## config.mk

```make
export PLATFORM = sky130hd
export DESIGN_NAME = nnr_fifo
export DESIGN_NICKNAME = d
export VERILOG_FILES = /design/src/design/nnr_pkg.sv /design/src/design/nnr_fifo.sv
export SDC_FILE = /design/constraint.sdc
export NUM_CORES = 1
export LEC_CHECK = 0
export BUFFER_PORTS_ARGS = -buffer_cell sky130_fd_sc_hd__buf_2
export CELL_PAD_IN_SITES_DETAIL_PLACEMENT = 0
export CELL_PAD_IN_SITES_GLOBAL_PLACEMENT = 2
export CORE_ASPECT_RATIO = 1.1
export CORE_MARGIN = 2
export CORE_UTILIZATION = 40
export DETAILED_ROUTE_END_ITERATION = 7
export PLACE_DENSITY = 0.73
export SLEW_MARGIN = 20
export SYNTH_ARGS = -nofsm -noshare
export SYNTH_HDL_FRONTEND = slang
export SYNTH_SLANG_ARGS = --single-unit
export TNS_END_PERCENT = 50
```

## constraint.sdc

```tcl
create_clock -name clk -period 1.7 [get_ports clk]
set_input_delay 0.085 -clock clk [delete_from_list [all_inputs] [get_ports clk]]
set_output_delay 0.085 -clock clk [all_outputs]
set_load 0.05 [all_outputs]
```

## src/design/nnr_pkg.sv

```systemverilog
package nnr_pkg;

	// fixed field widths
	localparam int CW       = 12;
	localparam int SAMPLE_W = 8;
	localparam int CHAN_W   = 2;
	localparam int CNT_W    = 3;
	localparam int SRC_W    = 8;

	// default frame limits
	localparam int DEF_MAX_WIDTH    = 128;
	localparam int DEF_MAX_HEIGHT   = 128;
	localparam int DEF_MAX_CHANNELS = 4;

	// queue between front and back, power of two
	localparam int FIFO_DEPTH = 4;

	// register port
	localparam int PADDR_W = 5;
	localparam int PDATA_W = 32;

	localparam logic [SRC_W-1:0] RST_SRC_WIDTH     = 8'd128;
	localparam logic [SRC_W-1:0] RST_SRC_HEIGHT    = 8'd128;
	localparam logic [CNT_W-1:0] RST_CHANNEL_COUNT = 3'd3;
	localparam logic [CW-1:0]    RST_DST_WIDTH     = 12'd0;
	localparam logic [CW-1:0]    RST_DST_HEIGHT    = 12'd0;

	typedef enum logic [2:0] {
		REG_SRC_WIDTH     = 3'd0,
		REG_SRC_HEIGHT    = 3'd1,
		REG_CHANNEL_COUNT = 3'd2,
		REG_DST_WIDTH     = 3'd3,
		REG_DST_HEIGHT    = 3'd4
	} reg_idx_t;

	typedef enum logic [1:0] {
		OP_WRITE = 2'd0,
		OP_READ  = 2'd1,
		OP_BAD   = 2'd2
	} op_t;

	typedef struct packed {
		op_t                 op;
		logic [SAMPLE_W-1:0] sample;
	} item_ctl_t;

endpackage

```

## src/design/nnr_fifo.sv

```systemverilog
module nnr_fifo import nnr_pkg::*; #(
	parameter int AW = 16
) (
	input  logic          clk,
	input  logic          arst_n,
	input  logic          push,
	input  item_ctl_t     push_ctl,
	input  logic [AW-1:0] push_addr,
	input  logic          pop,
	output logic          full,
	output logic          empty,
	output item_ctl_t     head_ctl,
	output logic [AW-1:0] head_addr
);

	localparam int PTR_W = $clog2(FIFO_DEPTH);
	localparam int CNT_W = $clog2(FIFO_DEPTH + 1);

	item_ctl_t        ctl_q  [FIFO_DEPTH];
	logic [AW-1:0]    addr_q [FIFO_DEPTH];
	logic [PTR_W-1:0] wr_ptr_q;
	logic [PTR_W-1:0] rd_ptr_q;
	logic [CNT_W-1:0] count_q;

	assign full      = (count_q == CNT_W'(FIFO_DEPTH));
	assign empty     = (count_q == '0);
	assign head_ctl  = ctl_q[rd_ptr_q];
	assign head_addr = addr_q[rd_ptr_q];

	always_ff @(posedge clk) begin
		if (push) begin
			ctl_q[wr_ptr_q]  <= push_ctl;
			addr_q[wr_ptr_q] <= push_addr;
		end
	end

	always_ff @(posedge clk or negedge arst_n) begin
		if (!arst_n) begin
			wr_ptr_q <= '0;
			rd_ptr_q <= '0;
			count_q  <= '0;
		end else begin
			if (push)
				wr_ptr_q <= PTR_W'(wr_ptr_q + 1'b1);
			if (pop)
				rd_ptr_q <= PTR_W'(rd_ptr_q + 1'b1);
			case ({push, pop})
				2'b10:   count_q <= CNT_W'(count_q + 1'b1);
				2'b01:   count_q <= CNT_W'(count_q - 1'b1);
				default: count_q <= count_q;
			endcase
		end
	end

endmodule

```

* Word-level counts from Yosys, hierarchy flattened
Memories as Yosys holds them, arrays and structs flattened.
Cells that the tools add are included.
** Storage, ports and cells
- Register bits :: 7
- Latch bits :: 0
- Memory bits (writable) :: 104
- Memory bits (read-only) :: 0
- Output and inout port bits :: 28
- Logic and storage cells :: 17
- Memories kept :: 2
** Cells by class
- Add/subtract/negate cells :: 4
- $mul :: 0
- Div/mod/pow operators :: 0
- $lt $le $gt $ge :: 0
- Equality and inequality tests :: 3
- Shifts and indexed selects :: 0
- Mux-type cells :: 3
- Bitwise logic cells :: 0
- Reductions and logical operators :: 2
** Memory list
- addr_q :: words 4, width 16, rd ports 1, clocked after Yosys merged registers in 0, write ports 1, RTL line nnr_fifo.sv:20 : logic [AW-1:0] addr_q [FIFO_DEPTH];
- ctl_q :: words 4, width 10, rd ports 1, clocked after Yosys merged registers in 0, write ports 1, RTL line nnr_fifo.sv:19 : item_ctl_t ctl_q [FIFO_DEPTH];
** Operator list (number)
- $pmux 3 s2 :: 1
- $add 2x1->2 const B :: 2
- $add 3x1->3 const B :: 1
- $eq 3x3->1 const B :: 1
- $logic_not 3->1 :: 1
- $sub 3x1->3 const B :: 1
- $eq 2x1->1 const B :: 1
- $eq 2x2->1 const B :: 1
- $mux 1 :: 2
- $reduce_bool 2->1 :: 1

* Logic depth before layout (Yosys ltp)
- Depth in word-level cells :: 2
- Gate-level depth with buffers :: 7

* Worst setup path before layout
No wires, ideal clock.
- Path type :: flip-flop to flip-flop
- Start :: register wr_ptr_q[0]
- End :: memory addr_q[2][0] (enable)
- Arrival time :: 1270 ps
- Data required time :: 1315 ps
- Slack :: 45 ps
- Cell stages (with the launch flop) :: 4
- Period minus slack after synthesis :: 1655 ps
- Path through :: dfrtp_1 inv_1 ha_1 and2_1
** RTL lines
- from (decl) :: RTL line nnr_fifo.sv:21 : logic [PTR_W-1:0] wr_ptr_q;
- from (signal assigned) :: RTL line nnr_fifo.sv:44 : wr_ptr_q <= PTR_W'(wr_ptr_q + 1'b1);
- to (decl) :: RTL line nnr_fifo.sv:20
No word-level cell before the write port.

* Worst setup path in the final report
- Start :: register rd_ptr_q[0]
- End :: output head_addr[6]
** On the way
- Word-level cells in the longest chain between the ends :: 1
** RTL lines
- from (decl) :: RTL line nnr_fifo.sv:22 : logic [PTR_W-1:0] rd_ptr_q;
- from (signal assigned) :: RTL line nnr_fifo.sv:46 : rd_ptr_q <= PTR_W'(rd_ptr_q + 1'b1);
- $mem_v2 4x16
- to (decl) :: RTL line nnr_fifo.sv:13 : output logic [AW-1:0] head_addr
No other way between the ends.

==> summary.md <==
| Metric | Value |
|---|---|
| Die area | `11340 µm²` |
| Crit path max-delay cell type | `mux4_2` |
| Slew at the pin closest to its max-slew limit | `0.2582 ns` |
| Top cells by count, synth | `edfxtp_1, mux4_2, mux4_1` |
| Worst Skew | `0.004199 ns` |
| Detailed Route Iter0 Violations | `106` |
| Yosys warns | `0` |
| Global-route wire length before repair | `11.00 mm` |
| Min-Delay Path Class | `in2reg` |
| Final-stage net count | `311` |
| Area occupied by multi-input gates | `783.3 µm²` |
| GRT Resource Usage Total | `13.32%` |
| Cell Chain, Critical Path | `buf_6 -> mux4_2 -> buf_8` |
| Number of synthesized flops with an enable pin | `104` |
| Syn Inst Count | `172` |
| Post-route ant nets | `0` |
| Ratio of final minimum period to clock period | `104.1%` |
| Row cnt | `39` |
| Final Max Slew Viols | `0` |
| Count of state elements after synthesis | `111` |
| CP Launch Type | `flip-flop` |
| DRC errors left | `0` |
| IO Pins | `58` |
| Highest clock rate | `565.2 MHz` |
| Crit-path max FO | `6` |
| Top-area cell type share of the netlist area | `between 70% and 80%` |
| Leading area contributor after synthesis | `edfxtp_1` |
| Asr flop ratio synth | `under 10%` |
| CTS root buffer | `clkbuf_16` |
| RSZ-0062 raised after global routing | `true` |
| Post-route setup slack | `-0.06924 ns` |
| Clock-pin slew on the worst setup and hold paths | `0.07 ns` |
| Sequential cell area | `3299 µm²` |
| Clock latency at the later pin of the worst-skew pair | `0.34 ns` |
| Pwr/cell area | `1872 nW/µm²` |
| Diodes inserted | `0` |
| Initial antenna violation count | `0` |
| Number of global-route vias before repair | `about 2100` |
| Num CTS Buffers | `9` |
| WP data required | `1.62 ns` |
| Origin of the worst setup path | `rd_ptr_q[0]$_DFFE_PN0P_` |
| Area of the mapped netlist | `approximately 4200 µm²` |
| Setup Slack @ Placement | `0.1676 ns` |
| Input/output buffers | `57` |
| Failing checks | `setup timing` |
| Global route total overflow | `0` |
| Htree depth | `3` |
| Crit. End Element | `output port` |
| Largest net degree at the start of global routing | `27` |
| Via Count | `1949` |
| Final Setup Violations | `26` |
| Initial Util | `40.79%` |
| Primary FF master, synth | `edfxtp_1` |
| Arr. time, crit path | `roughly 1.7 ns` |
| Top-count cell post-synth | `edfxtp_1` |
| Pwr Total | `10.22 mW` |
| Clk sink count | `111` |
| Max rail drop VDD | `0.0007185 V` |
| Max clock buf depth | `2` |
| Critical path's largest stage delay | `approximately 0.53 ns` |
| Slew margin rel. | `82.91%` |
| Max Cap Viol | `0` |
| Final hold vios | `0` |
| Die height | `111.5 µm` |
| Number of iterations in the first detailed-routing pass | `4` |
| Post-Route WL | `6.959 mm` |
| Largest cells by area after synthesis | `edfxtp_1, mux4_2, mux4_1` |
| Vias per cell | `4.608` |
| Crit path time final | `1.769 ns` |
| Mean Syn Cell Area | `~24 µm²` |
| Syn-to-layout area delta | `29.91%` |
| Setup CP Type | `reg2out` |
| Die width | `101.7 µm` |
| Netlist cell types | `19` |
| Hold_sp | `push` |
| Final GP Congestion | `0.6762` |
| CTS tree | `built` |
| Outcome | `finished with violations` |
| RR Startpoint | `count_q[0]$_DFFE_PN0P_` |
| Syn nets | `208` |
| Core area | `10300 µm²` |
| Wire length per cell | `between 15 and 20 µm` |
| Fill cells | `approximately 800` |
| Share of cells above drive strength 1 | `39.29%` |
| Hpwl dp | `4.271 mm` |
| Leak | `between 1.5 and 2 nW` |
| Sequential-to-total area share from yosys stat | `78.52%` |
==> logic make-up after synthesis <==
family                     synth area share, %
adders and majority gates                1.966
xor gates and xnor gates                 1.251
and+or+nand+nor                          1.132
AOI/OAI and AO/OA                       0.1190
buffers and inverters                    2.115
muxes                                    14.89
DFF                                      78.52
==> power by group <==
part / switching [mW] / internal (mW) / total, mW
Sequential: 0.184 / 3.59 / 3.78
Combinational: 2.69 / 1.89 / 4.58
Clock: 0.874 / 0.985 / 1.86
==> cell usage in the layout (no fill, tap or decap), drive strengths merged, types with 2 or more instances in the layout <==
| cell type | instances |
|---|---|
| dfrtp | 7 |
| and2 | 4 |
| buf | 70 |
| mux4 | 26 |
| nand2 | 2 |
| clkbuf | 10 |
| clkinv | 3 |
| xor2 | 4 |
| ha | 5 |
| edfxtp | 104 |
| xnor2 | 2 |
| clkinvlp | 2 |
| dlygate4sd3 | 28 |
| inv | 7 |
==> through the flow <==
stage / hold slack (ns) / cells / instance area [µm²] / utilization [%] / setup TNS (ns)
global route: 0.02028 / 423 / 5456 / 53.00 / -2.968
global placement: -0.06661 / 376 / 4737 / 46.01 / 0
floorplan: -0.2106 / 172 / 4200 / - / 0
detailed placement: -0.06583 / 376 / 4737 / 46.01 / 0
finish: 0.004394 / 423 / 5456 / 53.00 / -1.124
CTS: 0.002575 / 423 / 5454 / 52.97 / -2.311
==> cell type report <==
| class | count | share of cell area (%) |
|---|---|---|
| sequential | 111 | 60.47 |
| timing repair buffer | 98 | 16.62 |
| multi-input combinational | 49 | 14.35 |
| clock buffer | 10 | 4.196 |
| tap | 143 | 3.279 |
| clock inverter | 6 | 0.6650 |
| inverter | 6 | 0.4127 |
==> critical path: cells and delay by family (launching register included) <==
kind                   cells  cell delay, ns
buffers and inverters      2            0.35
flip-flops                 1            0.46
multiplexers               1            0.53
==> registers in the layout (all words and copies together), names as in the netlist <==
signal	cells
count_q	3
wr_ptr_q	2
addr_q	64
rd_ptr_q	2
ctl_q	40
==> path summary, 6_finish.rpt <==
check                                          end  slack (ns)  cells after the start
setup / recovery                      head_addr[6]       -0.07                      3
hold / removal             wr_ptr_q[0]$_DFFE_PN0P_       0.004                      2
setup reg to reg            count_q[2]$_DFFE_PN0P_        0.31                      5
hold reg to reg             count_q[2]$_DFFE_PN0P_        0.49                      1
max in group asynchronous  rd_ptr_q[0]$_DFFE_PN0P_        1.41                      2
min in group asynchronous   count_q[2]$_DFFE_PN0P_        0.11                      2
==> per-layer routing <==
metal | track usage, % | vias to the layer above | wire length [µm]
met5 | 0 | - | 0
met4 | 6.216 | 0 | 140
met3 | 3.202 | 10 | 258
met2 | 22.37 | 47 | 3629
met1 | 16.08 | 981 | 2931
li1 | - | 911 | -
==> repair_timing <==
action,in CTS,in global routing
hold endpoints to repair,112,0
endpoints found under the setup margin,26,26
setup buffers,2,1
gates cloned,1,0
hold buffers,28,0
gates resized for setup,54,12
No activity file was read; power rests on OpenSTA's default activity.
