<file path="src/design/nnr_pkg.sv">
package nnr_pkg;

	// fixed field widths
	localparam int CW       = 12;
	localparam int SAMPLE_W = 8;
	localparam int CHAN_W   = 2;
	localparam int CNT_W    = 3;
	localparam int SRC_W    = 8;

	// default frame limits
	localparam int DEF_MAX_WIDTH    = 128;
	localparam int DEF_MAX_HEIGHT   = 128;
	localparam int DEF_MAX_CHANNELS = 4;

	// queue between front and back, power of two
	localparam int FIFO_DEPTH = 4;

	// register port
	localparam int PADDR_W = 5;
	localparam int PDATA_W = 32;

	localparam logic [SRC_W-1:0] RST_SRC_WIDTH     = 8'd128;
	localparam logic [SRC_W-1:0] RST_SRC_HEIGHT    = 8'd128;
	localparam logic [CNT_W-1:0] RST_CHANNEL_COUNT = 3'd3;
	localparam logic [CW-1:0]    RST_DST_WIDTH     = 12'd0;
	localparam logic [CW-1:0]    RST_DST_HEIGHT    = 12'd0;

	typedef enum logic [2:0] {
		REG_SRC_WIDTH     = 3'd0,
		REG_SRC_HEIGHT    = 3'd1,
		REG_CHANNEL_COUNT = 3'd2,
		REG_DST_WIDTH     = 3'd3,
		REG_DST_HEIGHT    = 3'd4
	} reg_idx_t;

	typedef enum logic [1:0] {
		OP_WRITE = 2'd0,
		OP_READ  = 2'd1,
		OP_BAD   = 2'd2
	} op_t;

	typedef struct packed {
		op_t                 op;
		logic [SAMPLE_W-1:0] sample;
	} item_ctl_t;

endpackage

</file>
<file path="src/design/nnr_div.sv">
module nnr_div import nnr_pkg::*; #(
	parameter int DVW = 20,
	parameter int DSW = 12,
	parameter int QW  = 7
) (
	input  logic           clk,
	input  logic           en,
	input  logic [DVW-1:0] dividend,
	input  logic [DSW-1:0] divisor,
	output logic [QW-1:0]  quotient
);

	// restoring division, one quotient bit per stage, msb first
	localparam int CMW = DVW + DSW + QW;

	logic [DVW-1:0] rem_s [QW];
	logic [QW-1:0]  quo_s [QW];

	for (genvar k = 0; k < QW; k++) begin : g_stage
		logic [CMW-1:0] rin;
		logic [QW-1:0]  qin;
		logic [CMW-1:0] dsh;
		logic           ge;

		if (k == 0) begin : g_first
			assign rin = CMW'(dividend);
			assign qin = '0;
		end else begin : g_next
			assign rin = CMW'(rem_s[k-1]);
			assign qin = quo_s[k-1];
		end

		assign dsh = CMW'(divisor) << (QW - 1 - k);
		assign ge  = (rin >= dsh);

		always_ff @(posedge clk) begin
			if (en) begin
				rem_s[k] <= ge ? DVW'(rin - dsh) : DVW'(rin);
				quo_s[k] <= qin | (QW'(ge) << (QW - 1 - k));
			end
		end
	end

	assign quotient = quo_s[QW-1];

endmodule

</file>
<file path="src/design/nnr_front.sv">
module nnr_front import nnr_pkg::*; #(
	parameter int MAX_WIDTH    = DEF_MAX_WIDTH,
	parameter int MAX_HEIGHT   = DEF_MAX_HEIGHT,
	parameter int MAX_CHANNELS = DEF_MAX_CHANNELS
) (
	input  logic                clk,
	input  logic                arst_n,
	input  logic                in_valid,
	output logic                in_ready,
	input  logic                kind,
	input  logic [CW-1:0]       col,
	input  logic [CW-1:0]       row,
	input  logic [CHAN_W-1:0]   chan,
	input  logic [SAMPLE_W-1:0] sample_in,
	input  logic [SRC_W-1:0]    src_width,
	input  logic [SRC_W-1:0]    src_height,
	input  logic [CNT_W-1:0]    channel_count,
	input  logic [CW-1:0]       dst_width,
	input  logic [CW-1:0]       dst_height,
	input  logic                full,
	output logic                push,
	output item_ctl_t           push_ctl,
	output logic [$clog2(MAX_WIDTH*MAX_HEIGHT*MAX_CHANNELS > 1 ?
		MAX_WIDTH*MAX_HEIGHT*MAX_CHANNELS : 2)-1:0] push_addr
);

	localparam int DEPTH  = MAX_WIDTH * MAX_HEIGHT * MAX_CHANNELS;
	localparam int AW     = $clog2(DEPTH > 1 ? DEPTH : 2);
	localparam int XW     = $clog2(MAX_WIDTH > 1 ? MAX_WIDTH : 2);
	localparam int YW     = $clog2(MAX_HEIGHT > 1 ? MAX_HEIGHT : 2);
	localparam int SW_W   = $clog2(MAX_WIDTH + 1);
	localparam int SH_W   = $clog2(MAX_HEIGHT + 1);
	localparam int PXW    = CW + SW_W;
	localparam int PYW    = CW + SH_W;
	localparam int STAGES = (XW > YW) ? XW : YW;

	typedef struct packed {
		op_t                 op;
		logic                direct;
		logic [XW-1:0]       x;
		logic [YW-1:0]       y;
		logic [CHAN_W-1:0]   chan;
		logic [SAMPLE_W-1:0] sample;
	} sb_t;

	// effective frame sizes
	logic [SW_W-1:0]  sw;
	logic [SH_W-1:0]  sh;
	logic [CNT_W-1:0] nc;
	logic             identity;
	logic [CW:0]      ow;
	logic [CW:0]      oh;

	always_comb begin
		if (src_width == '0)
			sw = SW_W'(1);
		else if (int'(src_width) > MAX_WIDTH)
			sw = SW_W'(MAX_WIDTH);
		else
			sw = SW_W'(src_width);
		if (src_height == '0)
			sh = SH_W'(1);
		else if (int'(src_height) > MAX_HEIGHT)
			sh = SH_W'(MAX_HEIGHT);
		else
			sh = SH_W'(src_height);
		if (channel_count == '0)
			nc = CNT_W'(1);
		else if (int'(channel_count) > MAX_CHANNELS)
			nc = CNT_W'(MAX_CHANNELS);
		else
			nc = channel_count;
		identity = (dst_width == '0) || (dst_height == '0);
		ow = identity ? (CW+1)'(sw) : {1'b0, dst_width};
		oh = identity ? (CW+1)'(sh) : {1'b0, dst_height};
	end

	// sideband pipeline alongside the dividers
	logic sbv_s [STAGES];
	sb_t  sb_s  [STAGES];

	logic en;
	logic last_v;

	assign last_v   = sbv_s[STAGES-1];
	assign en       = !(last_v && full);
	assign in_ready = en;

	// input register
	logic                v_s1;
	logic                kind_s1;
	logic [CW-1:0]       col_s1;
	logic [CW-1:0]       row_s1;
	logic [CHAN_W-1:0]   chan_s1;
	logic [SAMPLE_W-1:0] samp_s1;

	always_ff @(posedge clk or negedge arst_n) begin
		if (!arst_n) begin
			v_s1 <= 1'b0;
		end else if (en) begin
			v_s1 <= in_valid;
		end
	end

	always_ff @(posedge clk) begin
		if (en) begin
			kind_s1 <= kind;
			col_s1  <= col;
			row_s1  <= row;
			chan_s1 <= chan;
			samp_s1 <= sample_in;
		end
	end

	// classify and scale
	logic src_in;
	logic dst_in;
	logic drop;
	op_t  op_c;

	always_comb begin
		src_in = ({1'b0, col_s1} < (CW+1)'(sw)) && ({1'b0, row_s1} < (CW+1)'(sh)) &&
			({1'b0, chan_s1} < nc);
		dst_in = ({1'b0, col_s1} < ow) && ({1'b0, row_s1} < oh) && ({1'b0, chan_s1} < nc);
		drop   = !kind_s1 && !src_in;
		if (!kind_s1)
			op_c = OP_WRITE;
		else if (dst_in)
			op_c = OP_READ;
		else
			op_c = OP_BAD;
	end

	logic           v_s2;
	sb_t            sb_s2;
	logic [PXW-1:0] px_s2;
	logic [PYW-1:0] py_s2;

	always_ff @(posedge clk or negedge arst_n) begin
		if (!arst_n) begin
			v_s2 <= 1'b0;
		end else if (en) begin
			v_s2 <= v_s1 && !drop;
		end
	end

	always_ff @(posedge clk) begin
		if (en) begin
			sb_s2.op     <= op_c;
			sb_s2.direct <= !kind_s1 || identity;
			sb_s2.x      <= XW'(col_s1);
			sb_s2.y      <= YW'(row_s1);
			sb_s2.chan   <= chan_s1;
			sb_s2.sample <= samp_s1;
			px_s2        <= PXW'(col_s1) * PXW'(sw);
			py_s2        <= PYW'(row_s1) * PYW'(sh);
		end
	end

	// divider pipelines, sideband travels alongside
	logic [STAGES-1:0] qx;
	logic [STAGES-1:0] qy;

	nnr_div #(.DVW(PXW), .DSW(CW), .QW(STAGES)) u_div_x (
		.clk      (clk),
		.en       (en),
		.dividend (px_s2),
		.divisor  (dst_width),
		.quotient (qx)
	);

	nnr_div #(.DVW(PYW), .DSW(CW), .QW(STAGES)) u_div_y (
		.clk      (clk),
		.en       (en),
		.dividend (py_s2),
		.divisor  (dst_height),
		.quotient (qy)
	);

	always_ff @(posedge clk or negedge arst_n) begin
		if (!arst_n) begin
			for (int k = 0; k < STAGES; k++)
				sbv_s[k] <= 1'b0;
		end else if (en) begin
			sbv_s[0] <= v_s2;
			for (int k = 1; k < STAGES; k++)
				sbv_s[k] <= sbv_s[k-1];
		end
	end

	always_ff @(posedge clk) begin
		if (en) begin
			sb_s[0] <= sb_s2;
			for (int k = 1; k < STAGES; k++)
				sb_s[k] <= sb_s[k-1];
		end
	end

	// clamp and form the store address
	logic [XW-1:0] sx;
	logic [YW-1:0] sy;
	sb_t           last;

	always_comb begin
		last = sb_s[STAGES-1];
		if (last.direct)
			sx = last.x;
		else if (int'(qx) >= int'(sw))
			sx = XW'(sw - SW_W'(1));
		else
			sx = XW'(qx);
		if (last.direct)
			sy = last.y;
		else if (int'(qy) >= int'(sh))
			sy = YW'(sh - SH_W'(1));
		else
			sy = YW'(qy);
	end

	assign push            = last_v && en;
	assign push_ctl.op     = last.op;
	assign push_ctl.sample = last.sample;
	assign push_addr       = AW'((int'(sy) * MAX_WIDTH + int'(sx)) * MAX_CHANNELS +
		int'(last.chan));

endmodule

</file>
<file path="config.mk">
export PLATFORM = sky130hd
export DESIGN_NAME = nnr_front
export DESIGN_NICKNAME = d
export VERILOG_FILES = /design/src/design/nnr_pkg.sv /design/src/design/nnr_div.sv /design/src/design/nnr_front.sv
export SDC_FILE = /design/constraint.sdc
export NUM_CORES = 2
export LEC_CHECK = 0
export ABC_AREA = 0
export BUFFER_PORTS_ARGS = -buffer_cell sky130_fd_sc_hd__buf_2
export CAP_MARGIN = 20
export CELL_PAD_IN_SITES_DETAIL_PLACEMENT = 2
export CELL_PAD_IN_SITES_GLOBAL_PLACEMENT = 2
export CORE_ASPECT_RATIO = 0.75
export CORE_MARGIN = 2
export CORE_UTILIZATION = 47
export CTS_CLUSTER_DIAMETER = 40
export DETAILED_ROUTE_END_ITERATION = 10
export PLACE_DENSITY_LB_ADDON = 0.1
export SYNTH_ARGS = -nofsm -noshare
export SYNTH_HDL_FRONTEND = slang
export SYNTH_SLANG_ARGS = --single-unit
</file>
<file path="constraint.sdc">
create_clock -name clk -period 38.9 [get_ports clk]
set_input_delay 1.945 -clock clk [delete_from_list [all_inputs] [get_ports clk]]
set_output_delay 1.945 -clock clk [all_outputs]
set_load 0.05 [all_outputs]
</file>
After elaboration in Yosys (flattened, before gate mapping)
Memories as Yosys holds them, arrays and structs flattened.
Index checks and enable logic that the tools add are counted.
Cells by class
  bitwise gates (word level): 12
  mux-type cells: 28
  $add $sub $neg: 18
  magnitude comparators: 24
  multipliers: 2
  reduce and logical (&&, ||, !) cells: 19
Operators with widths (number)
  two-way mux 20 bit: 14
  >= comparator 20 x 12 -> 1 bit: 2
  >= comparator 20 x 13 -> 1 bit: 2
  >= comparator 20 x 14 -> 1 bit: 2
  >= comparator 20 x 15 -> 1 bit: 2
  >= comparator 20 x 16 -> 1 bit: 2
  >= comparator 20 x 17 -> 1 bit: 2
  >= comparator 20 x 18 -> 1 bit: 2
  multiplier 12 x 8 -> 20 bit: 2
  subtractor 20 x 12 -> 20 bit: 2
  subtractor 20 x 13 -> 20 bit: 2
  subtractor 20 x 14 -> 20 bit: 2
  subtractor 20 x 15 -> 20 bit: 2
  subtractor 20 x 16 -> 20 bit: 2
  subtractor 20 x 17 -> 20 bit: 2
  subtractor 20 x 18 -> 20 bit: 2
  two-way mux 8 bit: 4
  two-way mux 7 bit: 4
  logical NOT 12 bit: 2
  less-than comparator 12 bit: 2
  less-than comparator 12 x 8 -> 1 bit: 2
  two-way mux 12 bit: 2
  adder 16 x 2 -> 16 bit: 1
  >= comparator 7 x 8 -> 1 bit: 2
  19 further kinds: 40
Storage, ports and cells
  logic and storage cells: 130
  output and inout port bits: 28
  register bits after elaboration: 111
  memories kept: 5
  RAM bits: 567
  input bits: 82
Memory list
  sb_s: depth 7, bits a word 27, read ports 7, clocked after memory_dff 0, wr ports 7, RTL line nnr_front.sv:80  | sb_t sb_s [STAGES];
  u_div_x.rem_s: depth 7, bits a word 20, read ports 6, clocked after memory_dff 0, wr ports 7, RTL line nnr_div.sv:16  | logic [DVW-1:0] rem_s [QW];
  u_div_y.rem_s: depth 7, bits a word 20, read ports 6, clocked after memory_dff 0, wr ports 7, RTL line nnr_div.sv:16
  u_div_x.quo_s: depth 7, bits a word 7, read ports 7, clocked after memory_dff 0, wr ports 7, RTL line nnr_div.sv:17  | logic [QW-1:0] quo_s [QW];
  u_div_y.quo_s: depth 7, bits a word 7, read ports 7, clocked after memory_dff 0, wr ports 7, RTL line nnr_div.sv:17

Longest topological paths before layout
  word-level depth: 10
  gate-level depth with buffers: 21

Modules after synthesis
A second synthesis with hierarchy kept.
Second synthesis, totals
  cells, all modules: 3040
  area, all modules: 36223.5 um^2
By module, submodules not included
  nnr_div: area each 9385.3 um^2, cells an instance 850, seq. area each 4444.3 um^2, times used 2
  nnr_front: area each 17453.0 um^2, cells an instance 1340, seq. area each 8963.6 um^2, times used 1

Least setup slack after synthesis
Ideal clock, no wire load.
  path type: input to register
  start: input full
  end: register sbv_s[2] in the netlist's numbering
  stages: 3
  arrival: 20.708 ns
  slack: 18.035 ns
  setup time: 0.158 ns
  cells stage by stage: nand2_1 > clkbuf_1 > mux2_2
On the way
  longest elaborated chain between the ends: 1
RTL lines
  start, declared: RTL line nnr_front.sv:20  | input logic full,
  logical AND 1 bit: RTL line nnr_front.sv:86  | assign en = !(last_v && full);
  end signal, assigned by index: RTL line nnr_front.sv:187  | sbv_s[k] <= sbv_s[k-1];
  end, declared: RTL line nnr_front.sv:79  | logic sbv_s [STAGES];
Every way passes these cells.
A chain may end at the register's enable or synchronous reset.

==> impl_metrics.py <==
metrics = {
    "critical_path": {
        "crit_type": "input pin to primary output",
        "cp_data_required_time_ns": 36.95,
        "slowest_delay_ns": 0.53,
        "crit_buf_inv": 3,
        "path_cells": "buf_2 -> nor4_1 -> a21oi_1 -> nor2_1 -> ha_1 -> nand2b_1 -> a21o_1 -> a21oi_1 -> nor2b_1 -> o211ai_1 -> a211oi_2 -> buf_4 -> mux2i_1 -> o21ai_0 -> buf_2",
        "cp_top_family": "compound AO/OA/AOI/OAI gates",
        "worstPathArrival_ns": 5.89,
        "slowest_stage": "o21ai_0",
        "crit_path_end_kind": "primary output",
        "worstPathMaxFanout": 7,
        "startpoint_type": "input pin",
    },
    "yosys": {
        "seq_area_frac_synth_pct": 49.9,
        "ys_seq_elements": 596,
        "syn_avg_cell_area_um2": 11.8,
        "synth_ff_type": "edfxtp_1",
        "synth_fp_nets": 3557,
        "synthTopCellsByArea": "edfxtp_1 49%, ha_1 11%, fa_1 7.4%, inv_1 3.1%, xnor2_1 2.4%",
        "ys_types": 74,
        "synth-edff-count": 587,
        "synth.largest_area_cell": "edfxtp_1",
        "yosys.cell_count.top_type": "edfxtp_1",
        "synth_common_cells": "587 x edfxtp_1, 315 x ha_1, 295 x inv_1",
        "synth_area_mm2": 0.0358,
        "syn_inst": 3028,
        "synth_top_area_share_pct": 49.3,
        "async_reset_ff_share_pct": 1.51,
        "ys_warn_count": 0,
    },
    "timing": {
        "max_slew_margin_pct": 25.0,
        "fmax_mhz": 128,
        "rsz0062_at_grt": "false",
        "finalMaxSlewViolations": 0,
        "min_period_ns": 7.84,
        "worst_pin_slew_ns": 1.12,
        "setup_viol": 0,
        "post-route-period-util_pct": 20.2,
        "final.setup.tns_ns": 0,
        "clock_skew_ns": 0.0463,
        "hold_violations": 0,
    },
    "grt": {
        "grt_pass1_wl_um": 195000,
        "grt_usage_pct": 33.1,
        "grt_max_degree": 94,
        "antenna_found_initial": 5,
        "grt_pass1_vias": 29861,
        "grt.overflow.total": 0,
    },
    "die": {
        "placementRows": 87,
        "pin_count": 110,
        "design.core.area_mm2": 0.0752,
        "die_height_um": 243,
        "start_util_pct": 47.6,
        "die_w_um": 323,
        "die_area_mm2": 0.0783,
    },
    "route": {
        "drc": 0,
        "wl_um": 132000,
        "drt_iter0_drc": 2198,
        "vias": 26150,
        "dr.pass1.iters": 5,
        "ant_nets": 0,
        "wl_per_cell_um": 30.8,
        "vias_per_cell": 6.09,
    },
    "clock_tree": {
        "cts_resized": 0,
        "clk_latency_ns": 0.69,
        "post-cts-setup-buffers": 0,
        "tritoncts": "yes",
        "htree_num_levels": 3,
        "cts.sinks": 596,
        "clkSlewWorstSetupHoldPaths_ns": 0.06,
        "holdBufCountCts": 0,
        "cts_max_path_buffers": 3,
        "tritoncts.num_buffers": 89,
        "cts-root-buf": "clkbuf_16",
    },
    "pwr": {
        "p_leak_nw": 17.0,
        "ir_worst_vdd_mv": 0.0479,
        "p_per_area_mw_per_mm2": 94.6,
    },
    "final_layout": {
        "final_util_pct": 54.2,
        "n_fill_cell": 7174,
        "drive_above_1_share_pct": 10.8,
        "area_growth_pct": 14.0,
        "nNetsFinal": 3728,
    },
    "placed_design": {
        "dp_hpwl_um": 85700,
        "port-buffer-count": 109,
        "gp_congestion": 0.891,
    },
    "worst_hold_path": {
        "min_path_type": "register to register",
    },
    "job": {
        "drv_cap": 0,
    },
    "outcome": {
        "outcome": "finished, final reports clean",
    },
}
[worst reg2reg max path, delay by kind of cell (launching register included)]
family          cells  cell delay [ns]
fa+ha+maj           5             2.32
compound gates      5             1.46
flops               1             0.79
simple gates        3             0.50
buf+inv             3             0.16
xor+xnor            1             0.13
[power by group]
part           internal (mW)  switching, mW  total, mW
registers               1.16          0.233       1.40
logic                  0.577           1.02       1.59
clock network          0.504          0.362      0.865
[cells by family after synthesis]
family | after synthesis | share of synthesized area, %
buf+inv | 363 | 3.96
xor+xnor | 178 | 4.36
flops | 596 | 49.9
fa+ha+maj | 447 | 18.4
compound gates | 556 | 9.64
mux | 74 | 2.28
simple gates | 814 | 11.4
[registers in the layout, indices dropped and copies added, names as in the netlist, 2 cells and up]
register       count
u_div_y.rem_s    120
px_s2             20
col_s1            12
row_s1            12
u_div_x.rem_s    120
sb_s             189
u_div_y.quo_s     28
chan_s1            2
py_s2             20
sb_s2             27
sbv_s              6
u_div_x.quo_s     28
samp_s1            8
[layer usage]
metal	up-vias	global-route usage (%)	share of wire, %
met4	4	12.9	3.6
met1	13611	41.9	40
met3	293	5.26	5.8
met2	1053	56.9	50
li1	11189	-	-
met5	-	0	0.023
[final cells by class]
cell class              instances  area (um2)  area share (%)
repair buffers                146         908            2.23
diodes                          1        2.50         0.00614
well taps                    1023        1280            3.14
clock inverters                62         758            1.86
clock buffers                 103        2340            5.75
multi-input cells            2069       16500            40.5
inverters                     297        1110            2.73
flip-flops and latches        596       17900            43.8
[layout by cell type, fill, tap and decap left out, drive strengths merged, types with 12 or more instances in the layout]
master  count
a211oi     16
a21o       52
a21oi     173
and2      115
buf       145
clkbuf    104
clkinv     33
edfxtp    587
fa        132
ha        315
inv       313
mux2       44
mux2i      30
nand2     205
nand2b     46
nand3      38
nand4      27
nor2      184
nor2b      54
nor3       48
nor4       37
o211ai     12
o21a       44
o21ai     150
o21bai     14
o31ai      16
or3        14
xnor2      99
xor2       79
[metrics by stage]
stage               cell area, um2  hold WS, ns  instances  power, mW  setup slack, ns
detailed placement           37500        0.405       4119       2.83            31.00
global route                 40800        0.413       4296       4.02            31.07
floorplan                    35800        0.400       3028       2.42            18.03
finish                       40800        0.407       4297       3.85            31.06
CTS                          40600        0.396       4284       3.81            30.98
global placement             37500        0.400       4119       2.64            31.35
[path summary, 6_finish.rpt]
kind	from	end	slack, ns	depth (start not counted)
max	src_height[1]	push_addr[12]	31.06	15
min	sb_s2[16]	sb_s[0][16]	0.41	0
max reg2reg	col_s1[2]	px_s2[19]	33.29	17
min reg2reg	sb_s2[16]	sb_s[0][16]	0.41	0
max in group asynchronous	arst_n	v_s1	37.56	1
min in group asynchronous	arst_n	v_s2	1.13	1
(Power assumes the default switching activity.)
